===== src/design/trimmed_mean_ntc_linearizer_assert.svh =====
// assertion macros for the trimmed mean ntc linearizer
`ifndef TRIMMED_MEAN_NTC_LINEARIZER_ASSERT_SVH
`define TRIMMED_MEAN_NTC_LINEARIZER_ASSERT_SVH
`ifndef NO_ASSERTIONS
`define TMN_ASSERT_SAME(label, clk, rst_n, ante, cons) \
  label: assert property (@(posedge clk) disable iff (!rst_n) (ante) |-> (cons)) \
    else $error("tmn assertion failed");
`define TMN_ASSERT_NEXT(label, clk, rst_n, ante, cons) \
  label: assert property (@(posedge clk) disable iff (!rst_n) (ante) |=> (cons)) \
    else $error("tmn assertion failed");
`else
`define TMN_ASSERT_SAME(label, clk, rst_n, ante, cons)
`define TMN_ASSERT_NEXT(label, clk, rst_n, ante, cons)
`endif
`endif


===== src/design/tmn_pkg.sv =====
// shared types, constants and ntc table for the trimmed mean ntc linearizer
package tmn_pkg;

  localparam int SAMPLE_W         = 12;
  localparam int TEMP_W           = 10;
  localparam int POWER_W          = 9;
  localparam int DEF_WINDOW_SIZE  = 10;
  localparam int DEF_KEEP_COUNT   = 5;
  localparam int TABLE_ENTRIES    = 64;
  localparam int FRACTION_SCALE   = 64;
  localparam int IDX_W            = $clog2(TABLE_ENTRIES);
  localparam int STEP_W           = $clog2(IDX_W + 1);
  localparam int FRAC_W           = $clog2(FRACTION_SCALE);
  localparam int QUO_W            = FRAC_W + 1;
  localparam int DIV_CNT_W        = $clog2(QUO_W + 1);
  localparam int SCALED_W         = $clog2((TABLE_ENTRIES + 1) * FRACTION_SCALE + 1);
  localparam int COLD_SCALED      = 2 * FRACTION_SCALE;
  localparam int HOT_SCALED       = (TABLE_ENTRIES + 1) * FRACTION_SCALE;
  localparam int DEG_OFFSET       = 3;
  localparam int TENTHS_MUL       = 10;
  localparam int MAINS_MUL        = 175;
  localparam int MAINS_DIV        = 2357;
  localparam int MAINS_SHIFT      = 32;
  localparam int MAINS_PROD_W     = SAMPLE_W + $clog2(MAINS_MUL + 1);
  localparam int MAINS_RECIP_W    = MAINS_SHIFT - $clog2(MAINS_DIV) + 1;
  localparam logic [MAINS_RECIP_W-1:0] MAINS_RECIP = MAINS_RECIP_W'(
    ((64'd1 << MAINS_SHIFT) + 64'(MAINS_DIV) - 64'd1) / 64'(MAINS_DIV));

  localparam logic [SAMPLE_W-1:0] NTC_ROM [TABLE_ENTRIES] = '{
    12'd3426, 12'd3284, 12'd3149, 12'd3018, 12'd2895, 12'd2777, 12'd2664, 12'd2558,
    12'd2454, 12'd2353, 12'd2271, 12'd2192, 12'd2114, 12'd2039, 12'd1968, 12'd1898,
    12'd1831, 12'd1767, 12'd1704, 12'd1646, 12'd1614, 12'd1587, 12'd1531, 12'd1426,
    12'd1375, 12'd1328, 12'd1280, 12'd1235, 12'd1193, 12'd1150, 12'd1109, 12'd1071,
    12'd1033, 12'd996,  12'd962,  12'd928,  12'd895,  12'd864,  12'd834,  12'd803,
    12'd776,  12'd749,  12'd722,  12'd697,  12'd672,  12'd648,  12'd626,  12'd604,
    12'd582,  12'd562,  12'd541,  12'd522,  12'd505,  12'd487,  12'd469,  12'd453,
    12'd438,  12'd421,  12'd406,  12'd393,  12'd379,  12'd365,  12'd353,  12'd339
  };

  typedef struct packed {
    logic [SAMPLE_W-1:0] ntc_sample;
    logic [SAMPLE_W-1:0] mains_sample;
  } in_item_t;

  typedef struct packed {
    logic [TEMP_W-1:0]  temperature_tenths;
    logic [POWER_W-1:0] mains_power;
  } out_item_t;

  typedef struct packed {
    logic insert;
    logic shift;
    logic acc_clr;
    logic acc_en;
  } cell_ctrl_t;

  typedef struct packed {
    logic busy;
  } lin_stat_t;

endpackage


===== src/design/tmn_sort_cell.sv =====
// one insertion sort cell: holds a sample, inserts or shifts toward cell zero
module tmn_sort_cell import tmn_pkg::*; (
  input  logic                clk,
  input  cell_ctrl_t          ctrl,
  input  logic                occupied,
  input  logic [SAMPLE_W-1:0] sample,
  input  logic [SAMPLE_W-1:0] left_val,
  input  logic                left_gt,
  input  logic [SAMPLE_W-1:0] right_val,
  output logic [SAMPLE_W-1:0] val,
  output logic                gt
);

  logic [SAMPLE_W-1:0] val_r;
  logic [SAMPLE_W-1:0] val_nxt;

  // an empty cell acts as plus infinity
  assign gt  = !occupied || (val_r > sample);
  assign val = val_r;

  always_comb begin
    val_nxt = val_r;
    if (ctrl.insert) begin
      if (left_gt) begin
        val_nxt = left_val;
      end else if (gt) begin
        val_nxt = sample;
      end
    end else if (ctrl.shift) begin
      val_nxt = right_val;
    end
  end

  always_ff @(posedge clk) begin
    val_r <= val_nxt;
  end

endmodule


===== src/design/tmn_sort_chain.sv =====
// row of sort cells with the trimmed sum accumulator at cell zero
module tmn_sort_chain import tmn_pkg::*; #(
  parameter int WINDOW_SIZE = DEF_WINDOW_SIZE,
  parameter int KEEP_COUNT  = DEF_KEEP_COUNT,
  localparam int CNT_W      = $clog2(WINDOW_SIZE + 1),
  localparam int SUM_W      = $clog2(KEEP_COUNT * ((1 << SAMPLE_W) - 1) + 1)
) (
  input  logic                clk,
  input  cell_ctrl_t          ctrl,
  input  logic [CNT_W-1:0]    fill_cnt,
  input  logic [SAMPLE_W-1:0] sample,
  output logic [SUM_W-1:0]    sum
);

  logic [SAMPLE_W-1:0] vals [WINDOW_SIZE];
  logic                gts  [WINDOW_SIZE];
  logic [SUM_W-1:0]    sum_r;
  logic [SUM_W-1:0]    sum_nxt;

  for (genvar i = 0; i < WINDOW_SIZE; i++) begin : g_cell
    logic [SAMPLE_W-1:0] lv;
    logic [SAMPLE_W-1:0] rv;
    logic                lg;

    if (i == 0) begin : g_first
      assign lv = '0;
      assign lg = 1'b0;
    end else begin : g_inner
      assign lv = vals[i-1];
      assign lg = gts[i-1];
    end

    if (i == WINDOW_SIZE - 1) begin : g_last
      assign rv = '0;
    end else begin : g_body
      assign rv = vals[i+1];
    end

    tmn_sort_cell u_cell (
      .clk       (clk),
      .ctrl      (ctrl),
      .occupied  (CNT_W'(i) < fill_cnt),
      .sample    (sample),
      .left_val  (lv),
      .left_gt   (lg),
      .right_val (rv),
      .val       (vals[i]),
      .gt        (gts[i])
    );
  end

  always_comb begin
    sum_nxt = sum_r;
    if (ctrl.acc_clr) begin
      sum_nxt = '0;
    end else if (ctrl.acc_en) begin
      sum_nxt = sum_r + SUM_W'(vals[0]);
    end
  end

  always_ff @(posedge clk) begin
    sum_r <= sum_nxt;
  end

  assign sum = sum_r;

endmodule


===== src/design/tmn_linearize.sv =====
// ntc table search, serial interpolation divide and tenths conversion
module tmn_linearize import tmn_pkg::*; (
  input  logic                clk,
  input  logic                rst_n,
  input  logic                start,
  input  logic [SAMPLE_W-1:0] x,
  output lin_stat_t           stat,
  output logic [TEMP_W-1:0]   tenths
);

  localparam int TEN_W = SCALED_W + 4;

  typedef enum logic [2:0] {
    L_IDLE,
    L_SEARCH,
    L_PREP,
    L_DIV,
    L_SUB,
    L_FIN
  } lin_state_t;

  lin_state_t           state_r,   state_nxt;
  logic [SAMPLE_W-1:0]  x_r,       x_nxt;
  logic [IDX_W-1:0]     idx_r,     idx_nxt;
  logic [STEP_W-1:0]    step_r,    step_nxt;
  logic [SAMPLE_W-1:0]  diff_r,    diff_nxt;
  logic [SAMPLE_W-1:0]  rem_r,     rem_nxt;
  logic [QUO_W-1:0]     num_r,     num_nxt;
  logic [QUO_W-1:0]     quo_r,     quo_nxt;
  logic [DIV_CNT_W-1:0] div_cnt_r, div_cnt_nxt;
  logic [SCALED_W-1:0]  scaled_r,  scaled_nxt;
  logic [TEMP_W-1:0]    tenths_r,  tenths_nxt;

  logic [IDX_W-1:0]     cand;
  logic [SAMPLE_W-1:0]  hi_val;
  logic [SAMPLE_W-1:0]  x_delta;
  logic [SAMPLE_W:0]    rem_sh;
  logic                 quo_bit;
  logic [TEN_W-1:0]     tenths_full;

  assign cand        = idx_r | (IDX_W'(1) << step_r);
  assign hi_val      = NTC_ROM[idx_r + 1'b1];
  assign x_delta     = x_r - hi_val;
  assign rem_sh      = {rem_r, num_r[QUO_W-1]};
  assign quo_bit     = rem_sh >= {1'b0, diff_r};
  assign tenths_full = TEN_W'(scaled_r) * TEN_W'(TENTHS_MUL);

  always_comb begin
    state_nxt   = state_r;
    x_nxt       = x_r;
    idx_nxt     = idx_r;
    step_nxt    = step_r;
    diff_nxt    = diff_r;
    rem_nxt     = rem_r;
    num_nxt     = num_r;
    quo_nxt     = quo_r;
    div_cnt_nxt = div_cnt_r;
    scaled_nxt  = scaled_r;
    tenths_nxt  = tenths_r;
    case (state_r)
      L_IDLE: begin
        if (start) begin
          x_nxt = x;
          if (x > NTC_ROM[0]) begin
            scaled_nxt = SCALED_W'(COLD_SCALED);
            state_nxt  = L_FIN;
          end else if (x < NTC_ROM[TABLE_ENTRIES-1]) begin
            scaled_nxt = SCALED_W'(HOT_SCALED);
            state_nxt  = L_FIN;
          end else begin
            idx_nxt   = '0;
            step_nxt  = STEP_W'(IDX_W - 1);
            state_nxt = L_SEARCH;
          end
        end
      end
      L_SEARCH: begin
        if ((cand <= IDX_W'(TABLE_ENTRIES - 2)) && (NTC_ROM[cand] > x_r)) begin
          idx_nxt = cand;
        end
        if (step_r == '0) begin
          state_nxt = L_PREP;
        end else begin
          step_nxt = step_r - 1'b1;
        end
      end
      L_PREP: begin
        diff_nxt    = NTC_ROM[idx_r] - hi_val;
        rem_nxt     = {1'b0, x_delta[SAMPLE_W-1:1]};
        num_nxt     = {x_delta[0], {FRAC_W{1'b0}}};
        quo_nxt     = '0;
        div_cnt_nxt = '0;
        state_nxt   = L_DIV;
      end
      L_DIV: begin
        rem_nxt     = quo_bit ? SAMPLE_W'(rem_sh - {1'b0, diff_r}) : rem_sh[SAMPLE_W-1:0];
        quo_nxt     = {quo_r[QUO_W-2:0], quo_bit};
        num_nxt     = num_r << 1;
        div_cnt_nxt = div_cnt_r + 1'b1;
        if (div_cnt_r == DIV_CNT_W'(QUO_W - 1)) begin
          state_nxt = L_SUB;
        end
      end
      L_SUB: begin
        scaled_nxt = ((SCALED_W'(idx_r) + SCALED_W'(DEG_OFFSET)) << FRAC_W)
                     - SCALED_W'(quo_r);
        state_nxt  = L_FIN;
      end
      L_FIN: begin
        tenths_nxt = TEMP_W'(tenths_full >> FRAC_W);
        state_nxt  = L_IDLE;
      end
      default: begin
        state_nxt = L_IDLE;
      end
    endcase
  end

  always_ff @(posedge clk) begin
    if (!rst_n) begin
      state_r <= L_IDLE;
    end else begin
      state_r <= state_nxt;
    end
    x_r       <= x_nxt;
    idx_r     <= idx_nxt;
    step_r    <= step_nxt;
    diff_r    <= diff_nxt;
    rem_r     <= rem_nxt;
    num_r     <= num_nxt;
    quo_r     <= quo_nxt;
    div_cnt_r <= div_cnt_nxt;
    scaled_r  <= scaled_nxt;
    tenths_r  <= tenths_nxt;
  end

  assign stat.busy = (state_r != L_IDLE);
  assign tenths    = tenths_r;

endmodule


===== src/design/trimmed_mean_ntc_linearizer.sv =====
// top level: sample window sort chains, trimmed mean, ntc linearizer and mains scaling
// a window closes on its last sample transfer; its result then follows the cell drain,
// the six step table search and the seven step interpolation divide; clamped inputs skip
// the search and divide; in_ready stays low until the result is loaded into out_data
// reset: synchronous active low rst_n clears fill count, state and out_valid; cells keep data
module trimmed_mean_ntc_linearizer import tmn_pkg::*; #(
  parameter int WINDOW_SIZE = DEF_WINDOW_SIZE,
  parameter int KEEP_COUNT  = DEF_KEEP_COUNT
) (
  input  logic      clk,
  input  logic      rst_n,
  input  logic      in_valid,
  output logic      in_ready,
  input  in_item_t  in_data,
  output logic      out_valid,
  input  logic      out_ready,
  output out_item_t out_data
);

`include "trimmed_mean_ntc_linearizer_assert.svh"

  localparam int CNT_W      = $clog2(WINDOW_SIZE + 1);
  localparam int SUM_W      = $clog2(KEEP_COUNT * ((1 << SAMPLE_W) - 1) + 1);
  localparam int TRIM_START = (WINDOW_SIZE - KEEP_COUNT + 1) / 2;
  localparam int TRIM_END   = TRIM_START + KEEP_COUNT - 1;
  localparam int DIVK_SHIFT = SUM_W + 4;
  localparam int RECIP_K_W  = DIVK_SHIFT + 1;
  localparam logic [RECIP_K_W-1:0] RECIP_K =
    RECIP_K_W'(((64'd1 << DIVK_SHIFT) + 64'(KEEP_COUNT) - 64'd1) / 64'(KEEP_COUNT));

  typedef enum logic [2:0] {
    S_FILL,
    S_DRAIN,
    S_DIVK,
    S_SCALE,
    S_MAINS,
    S_WAIT
  } state_t;

  state_t                    state_r,       state_nxt;
  logic [CNT_W-1:0]          fill_cnt_r,    fill_cnt_nxt;
  logic [CNT_W-1:0]          drain_cnt_r,   drain_cnt_nxt;
  logic [SAMPLE_W-1:0]       ntc_avg_r,     ntc_avg_nxt;
  logic [SAMPLE_W-1:0]       mains_avg_r,   mains_avg_nxt;
  logic [MAINS_PROD_W-1:0]   mains_prod_r,  mains_prod_nxt;
  logic [POWER_W-1:0]        mains_power_r, mains_power_nxt;
  logic                      out_valid_r,   out_valid_nxt;
  out_item_t                 out_data_r,    out_data_nxt;

  cell_ctrl_t                ctrl;
  logic                      in_xfer;
  logic                      out_load;
  logic                      lin_start;
  lin_stat_t                 lin_stat;
  logic [TEMP_W-1:0]         lin_tenths;
  logic [SUM_W-1:0]          ntc_sum;
  logic [SUM_W-1:0]          mains_sum;
  logic [SUM_W+RECIP_K_W-1:0] ntc_quot;
  logic [SUM_W+RECIP_K_W-1:0] mains_quot;
  logic [MAINS_PROD_W+MAINS_RECIP_W-1:0] mains_full;

  assign in_ready = (state_r == S_FILL);
  assign in_xfer  = in_valid && in_ready;

  tmn_sort_chain #(
    .WINDOW_SIZE (WINDOW_SIZE),
    .KEEP_COUNT  (KEEP_COUNT)
  ) u_ntc_chain (
    .clk      (clk),
    .ctrl     (ctrl),
    .fill_cnt (fill_cnt_r),
    .sample   (in_data.ntc_sample),
    .sum      (ntc_sum)
  );

  tmn_sort_chain #(
    .WINDOW_SIZE (WINDOW_SIZE),
    .KEEP_COUNT  (KEEP_COUNT)
  ) u_mains_chain (
    .clk      (clk),
    .ctrl     (ctrl),
    .fill_cnt (fill_cnt_r),
    .sample   (in_data.mains_sample),
    .sum      (mains_sum)
  );

  tmn_linearize u_lin (
    .clk    (clk),
    .rst_n  (rst_n),
    .start  (lin_start),
    .x      (ntc_avg_r),
    .stat   (lin_stat),
    .tenths (lin_tenths)
  );

  assign ntc_quot   = (SUM_W + RECIP_K_W)'(ntc_sum) * (SUM_W + RECIP_K_W)'(RECIP_K);
  assign mains_quot = (SUM_W + RECIP_K_W)'(mains_sum) * (SUM_W + RECIP_K_W)'(RECIP_K);
  assign mains_full = (MAINS_PROD_W + MAINS_RECIP_W)'(mains_prod_r)
                      * (MAINS_PROD_W + MAINS_RECIP_W)'(MAINS_RECIP);

  always_comb begin
    state_nxt       = state_r;
    fill_cnt_nxt    = fill_cnt_r;
    drain_cnt_nxt   = drain_cnt_r;
    ntc_avg_nxt     = ntc_avg_r;
    mains_avg_nxt   = mains_avg_r;
    mains_prod_nxt  = mains_prod_r;
    mains_power_nxt = mains_power_r;
    out_valid_nxt   = out_valid_r;
    out_data_nxt    = out_data_r;
    ctrl            = '0;
    lin_start       = 1'b0;
    out_load        = 1'b0;
    if (out_valid_r && out_ready) begin
      out_valid_nxt = 1'b0;
    end
    case (state_r)
      S_FILL: begin
        if (in_xfer) begin
          ctrl.insert = 1'b1;
          if (fill_cnt_r == CNT_W'(WINDOW_SIZE - 1)) begin
            fill_cnt_nxt  = '0;
            drain_cnt_nxt = '0;
            ctrl.acc_clr  = 1'b1;
            state_nxt     = S_DRAIN;
          end else begin
            fill_cnt_nxt = fill_cnt_r + 1'b1;
          end
        end
      end
      S_DRAIN: begin
        ctrl.shift  = 1'b1;
        ctrl.acc_en = (drain_cnt_r >= CNT_W'(TRIM_START));
        if (drain_cnt_r == CNT_W'(TRIM_END)) begin
          state_nxt = S_DIVK;
        end else begin
          drain_cnt_nxt = drain_cnt_r + 1'b1;
        end
      end
      S_DIVK: begin
        ntc_avg_nxt   = ntc_quot[DIVK_SHIFT +: SAMPLE_W];
        mains_avg_nxt = mains_quot[DIVK_SHIFT +: SAMPLE_W];
        state_nxt     = S_SCALE;
      end
      S_SCALE: begin
        lin_start      = 1'b1;
        mains_prod_nxt = MAINS_PROD_W'(mains_avg_r) * MAINS_PROD_W'(MAINS_MUL);
        state_nxt      = S_MAINS;
      end
      S_MAINS: begin
        mains_power_nxt = mains_full[MAINS_SHIFT +: POWER_W];
        state_nxt       = S_WAIT;
      end
      S_WAIT: begin
        if (!lin_stat.busy && (!out_valid_r || out_ready)) begin
          out_load                        = 1'b1;
          out_valid_nxt                   = 1'b1;
          out_data_nxt.temperature_tenths = lin_tenths;
          out_data_nxt.mains_power        = mains_power_r;
          state_nxt                       = S_FILL;
        end
      end
      default: begin
        state_nxt = S_FILL;
      end
    endcase
  end

  always_ff @(posedge clk) begin
    if (!rst_n) begin
      state_r     <= S_FILL;
      fill_cnt_r  <= '0;
      drain_cnt_r <= '0;
      out_valid_r <= 1'b0;
    end else begin
      state_r     <= state_nxt;
      fill_cnt_r  <= fill_cnt_nxt;
      drain_cnt_r <= drain_cnt_nxt;
      out_valid_r <= out_valid_nxt;
    end
    ntc_avg_r     <= ntc_avg_nxt;
    mains_avg_r   <= mains_avg_nxt;
    mains_prod_r  <= mains_prod_nxt;
    mains_power_r <= mains_power_nxt;
    out_data_r    <= out_data_nxt;
  end

  assign out_valid = out_valid_r;
  assign out_data  = out_data_r;

  `TMN_ASSERT_SAME(a_fill_range, clk, rst_n, 1'b1, fill_cnt_r < CNT_W'(WINDOW_SIZE))
  `TMN_ASSERT_SAME(a_load_free, clk, rst_n, out_load, !out_valid_r || out_ready)
  `TMN_ASSERT_SAME(a_lin_idle_start, clk, rst_n, state_r == S_SCALE, !lin_stat.busy)
  `TMN_ASSERT_NEXT(a_window_close, clk, rst_n,
                   in_xfer && (fill_cnt_r == CNT_W'(WINDOW_SIZE - 1)), state_r == S_DRAIN)

endmodule

===== config.mk =====
export PLATFORM = sky130hd
export DESIGN_NAME = trimmed_mean_ntc_linearizer
export DESIGN_NICKNAME = d
export VERILOG_FILES = /design/src/design/tmn_pkg.sv /design/src/design/tmn_sort_cell.sv /design/src/design/tmn_sort_chain.sv /design/src/design/tmn_linearize.sv /design/src/design/trimmed_mean_ntc_linearizer.sv
export VERILOG_INCLUDE_DIRS = /design/src /design/src/design
export SDC_FILE = /design/constraint.sdc
export NUM_CORES = 2
export LEC_CHECK = 0
export BUFFER_PORTS_ARGS = -buffer_cell sky130_fd_sc_hd__buf_2
export CORE_ASPECT_RATIO = 1.25
export CORE_MARGIN = 3
export CORE_UTILIZATION = 61
export CTS_CLUSTER_DIAMETER = 30
export DETAILED_ROUTE_END_ITERATION = 6
export HOLD_SLACK_MARGIN = 0.15
export PLACE_DENSITY = 0.76
export SLEW_MARGIN = 20
export SYNTH_ARGS = -nofsm -noshare
export SYNTH_HDL_FRONTEND = slang
export SYNTH_HIERARCHICAL = 1
export SYNTH_SLANG_ARGS = --single-unit

===== constraint.sdc =====
create_clock -name clk -period 8.3 [get_ports clk]
set_input_delay 0.415 -clock clk [delete_from_list [all_inputs] [get_ports clk]]
set_output_delay 0.415 -clock clk [all_outputs]
set_load 0.005 [all_outputs]

==> impl_results.md <==
- Share of post-route cells with drive strength above 1: 6.775%
- H-tree lvl count: 3
- Slew margin rel.: 27.29%
- Max cap viols: 0
- Synth warn: 6
- Antenna viol nets, final: 0
- Iteration-0 DRC Markers: 2,513
- Initial antenna violation count: 1
- IO Pins: 49
- Outcome: completed
- Hold Path Sink: out_valid
- CP Capture Type: register
- R2R Path End: mains_power_r[7]
- Gr ovfl total: 0
- Post-Route Setup TNS: 0 ps
- Num CTS Buffers: 97
- Final setup fails: 0
- DR vias: 36,255
- Synthesized area: 48,360 sq um
- Critical path data required time: between 8000 and 9000 ps
- IO buf count: 48
- Worst-path clk slew: 50 ps
- DR DRC count: 0
- Num rows: 114
- P_leak: 25.81 nW
- Post-CTS repair timing setup buffer count: 0
- Largest net degree at the start of global routing: 261
- Layout area overhead: 9.440%
- First-pass GRT wire length: 181,800 microns
- WL/cell: ~18 microns
- N_diodes: 0
- CTS tree: built
- Fin crit share: about 80%
- Fin. max-slew vios: 0
- Clock root buffer: clkbuf_16
- RD Place Congestion: 0.9276
- Initial core utilization: 61.99%
- Die height: 320.8 microns
- Syn Area/Cell: 9.545 sq um
- Iteration count of the initial detailed-routing pass: 6
- Clk Latency, worst-skew pair: 660 ps
- Reg2Reg Depth: 22
- Clock sinks: 436
- Reg2reg setup slack: 1620 ps
- Die width: 257.9 microns
- Die area: a little over 80,000 sq um
- RSZ-0062 raised after global routing: false
- Final critical-path required period: 6680 ps
- Hold Path Depth: 3
- Total GRT Usage: 26.67%
- CP max stage delay: 660 ps
- Slowest CP cell: edfxtp_1
- CP Launch Point: mains_prod_r[9]
- Final wirelength: 110,200 microns
- Vias/cell: 5.824
- Crit path kind: reg -> reg
- Post-layout nets: 6,236
- CP cell instances: inv_1, fa_1, inv_1, ha_1, inv_1, fa_1, inv_1, fa_1, fa_1, fa_1, inv_1, fa_1, inv_1, ha_1, a21oi_1, o21ai_0, o31ai_1, a21oi_1, a2111oi_4, a211o_1, nand3b_1, xor2_1
- Finished Cell Area: 52,930 sq um
- Hold Violations, Final: 0
- Crit start category: register
- P per Cell Area: 394.6 nW/um^2
- Design Power: 20.89 mW
- Worst Max-Slew Pin Slew: 1091 ps
- Clock Path Buffers: 3
- Vias in the first global route: 37,325
- DP Area: 49,410 sq um
- Hold crit path type: in -> reg
- Worst-path fanout max: 8
- VDD IR-drop max: 0.4945 mV
- Post-Syn Instances: between 5,000 and 6,000
- Worst min-delay path startpoint: out_ready
- CP arrival: 7090 ps
- Core area: 78,020 sq um
- Clock skew: between 30 and 40 ps
- Highest clock rate: between 100 and 150 MHz
- R2r startpoint: mains_prod_r[9]
- DP HPWL: 84,420 microns
- Fill cell count: 6,042
==> through the flow <==
stage                     utilization [%]  cells  setup slack [ps]  hold WS (ps)
after floorplan                         -   5115              2211         400.3
after global placement              63.32   6041              1701         403.3
after detailed placement            63.32   6041              1623         405.5
after CTS                           67.84   6225              1625         178.1
after global routing                67.84   6225              1331         221.1
final                               67.84   6225              1620         215.8
==> metal layers <==
layer  vias up  wire length (microns)  global-route usage (%)
met2       899                  58870                   50.97
met1     17245                  42210                   29.46
met4         2                   4846                   11.86
met3       281                   4270                   3.236
li1      17828                      -                       -
met5         -                      9                       0
==> registers in the layout, indices dropped and copies added, names as in the netlist, 4 cells and up <==
name	count
u_mains_chain/g_cell.u_cell/val	120
u_ntc_chain/g_cell.u_cell/val	120
mains_prod_r	20
out_data	19
u_mains_chain/sum	15
u_ntc_chain/sum	15
u_lin/scaled_r	13
mains_avg_r	12
ntc_avg_r	12
u_lin/diff_r	12
u_lin/rem_r	12
u_lin/x_r	12
u_lin/tenths	10
mains_power_r	9
u_lin/quo_r	7
u_lin/idx_r	6
drain_cnt_r	4
fill_cnt_r	4
==> worst max-delay path: cells and delay by family (launching register included) <==
family	cells	cell delay [ps]
adder cells (fa/ha/maj)	8	3590
AO/OA/AOI/OAI	6	1570
flip-flops	1	660
buffers and inverters	6	380
XOR/XNOR	1	150
AND/OR/NAND/NOR	1	100
==> cell usage in the layout, fill, tap and decap left out, types with 51 or more instances in the layout <==
cell       count
a21o_1        54
a21oi_1      502
a31oi_1       53
clkbuf_16     98
edfxtp_1     391
fa_1         281
ha_1         830
inv_1        799
mux2i_1      263
nand2_1      220
nand2b_1      51
nand3_1       66
nand4_1       88
nor2_1       422
nor3_1        74
o21ai_0      128
xnor2_1       94
==> worst max-delay path by stage <==
stage                       end  slack, ps  cells after the start
6_report       mains_power_r[7]       1620                     22
5_1_grt        mains_power_r[7]       1330                     22
4_1_cts        mains_power_r[7]       1620                     22
3_5_place_dp   mains_power_r[7]       1620                     22
3_3_place_gp   mains_power_r[7]       1700                     22
2_1_floorplan  mains_power_r[8]       2210                     21
==> power breakdown <==
part	switching [mW]	leakage, nW	internal (mW)
combinational	7.34	20.1	5.25
sequential	0.547	4.02	3.65
clock	1.33	1.69	2.77
total	9.22	25.8	11.7
==> layout make-up <==
cell class	count	area [sq um]	share of cell area [%]
inverters	808	3040	5.744
repair buffers	71	427.9	0.8085
multi-input cells	3683	32000	60.46
well taps	1044	1306	2.468
flip-flops and latches	436	12640	23.88
clock buffers	112	2505	4.733
clock inverters	71	1005	1.898
==> timing repair <==
action	4_1_cts	5_1_grt
hold buffers	1	0
hold endpoints to repair	1	0
gates resized for setup	0	0
(Power assumes the default switching activity.)
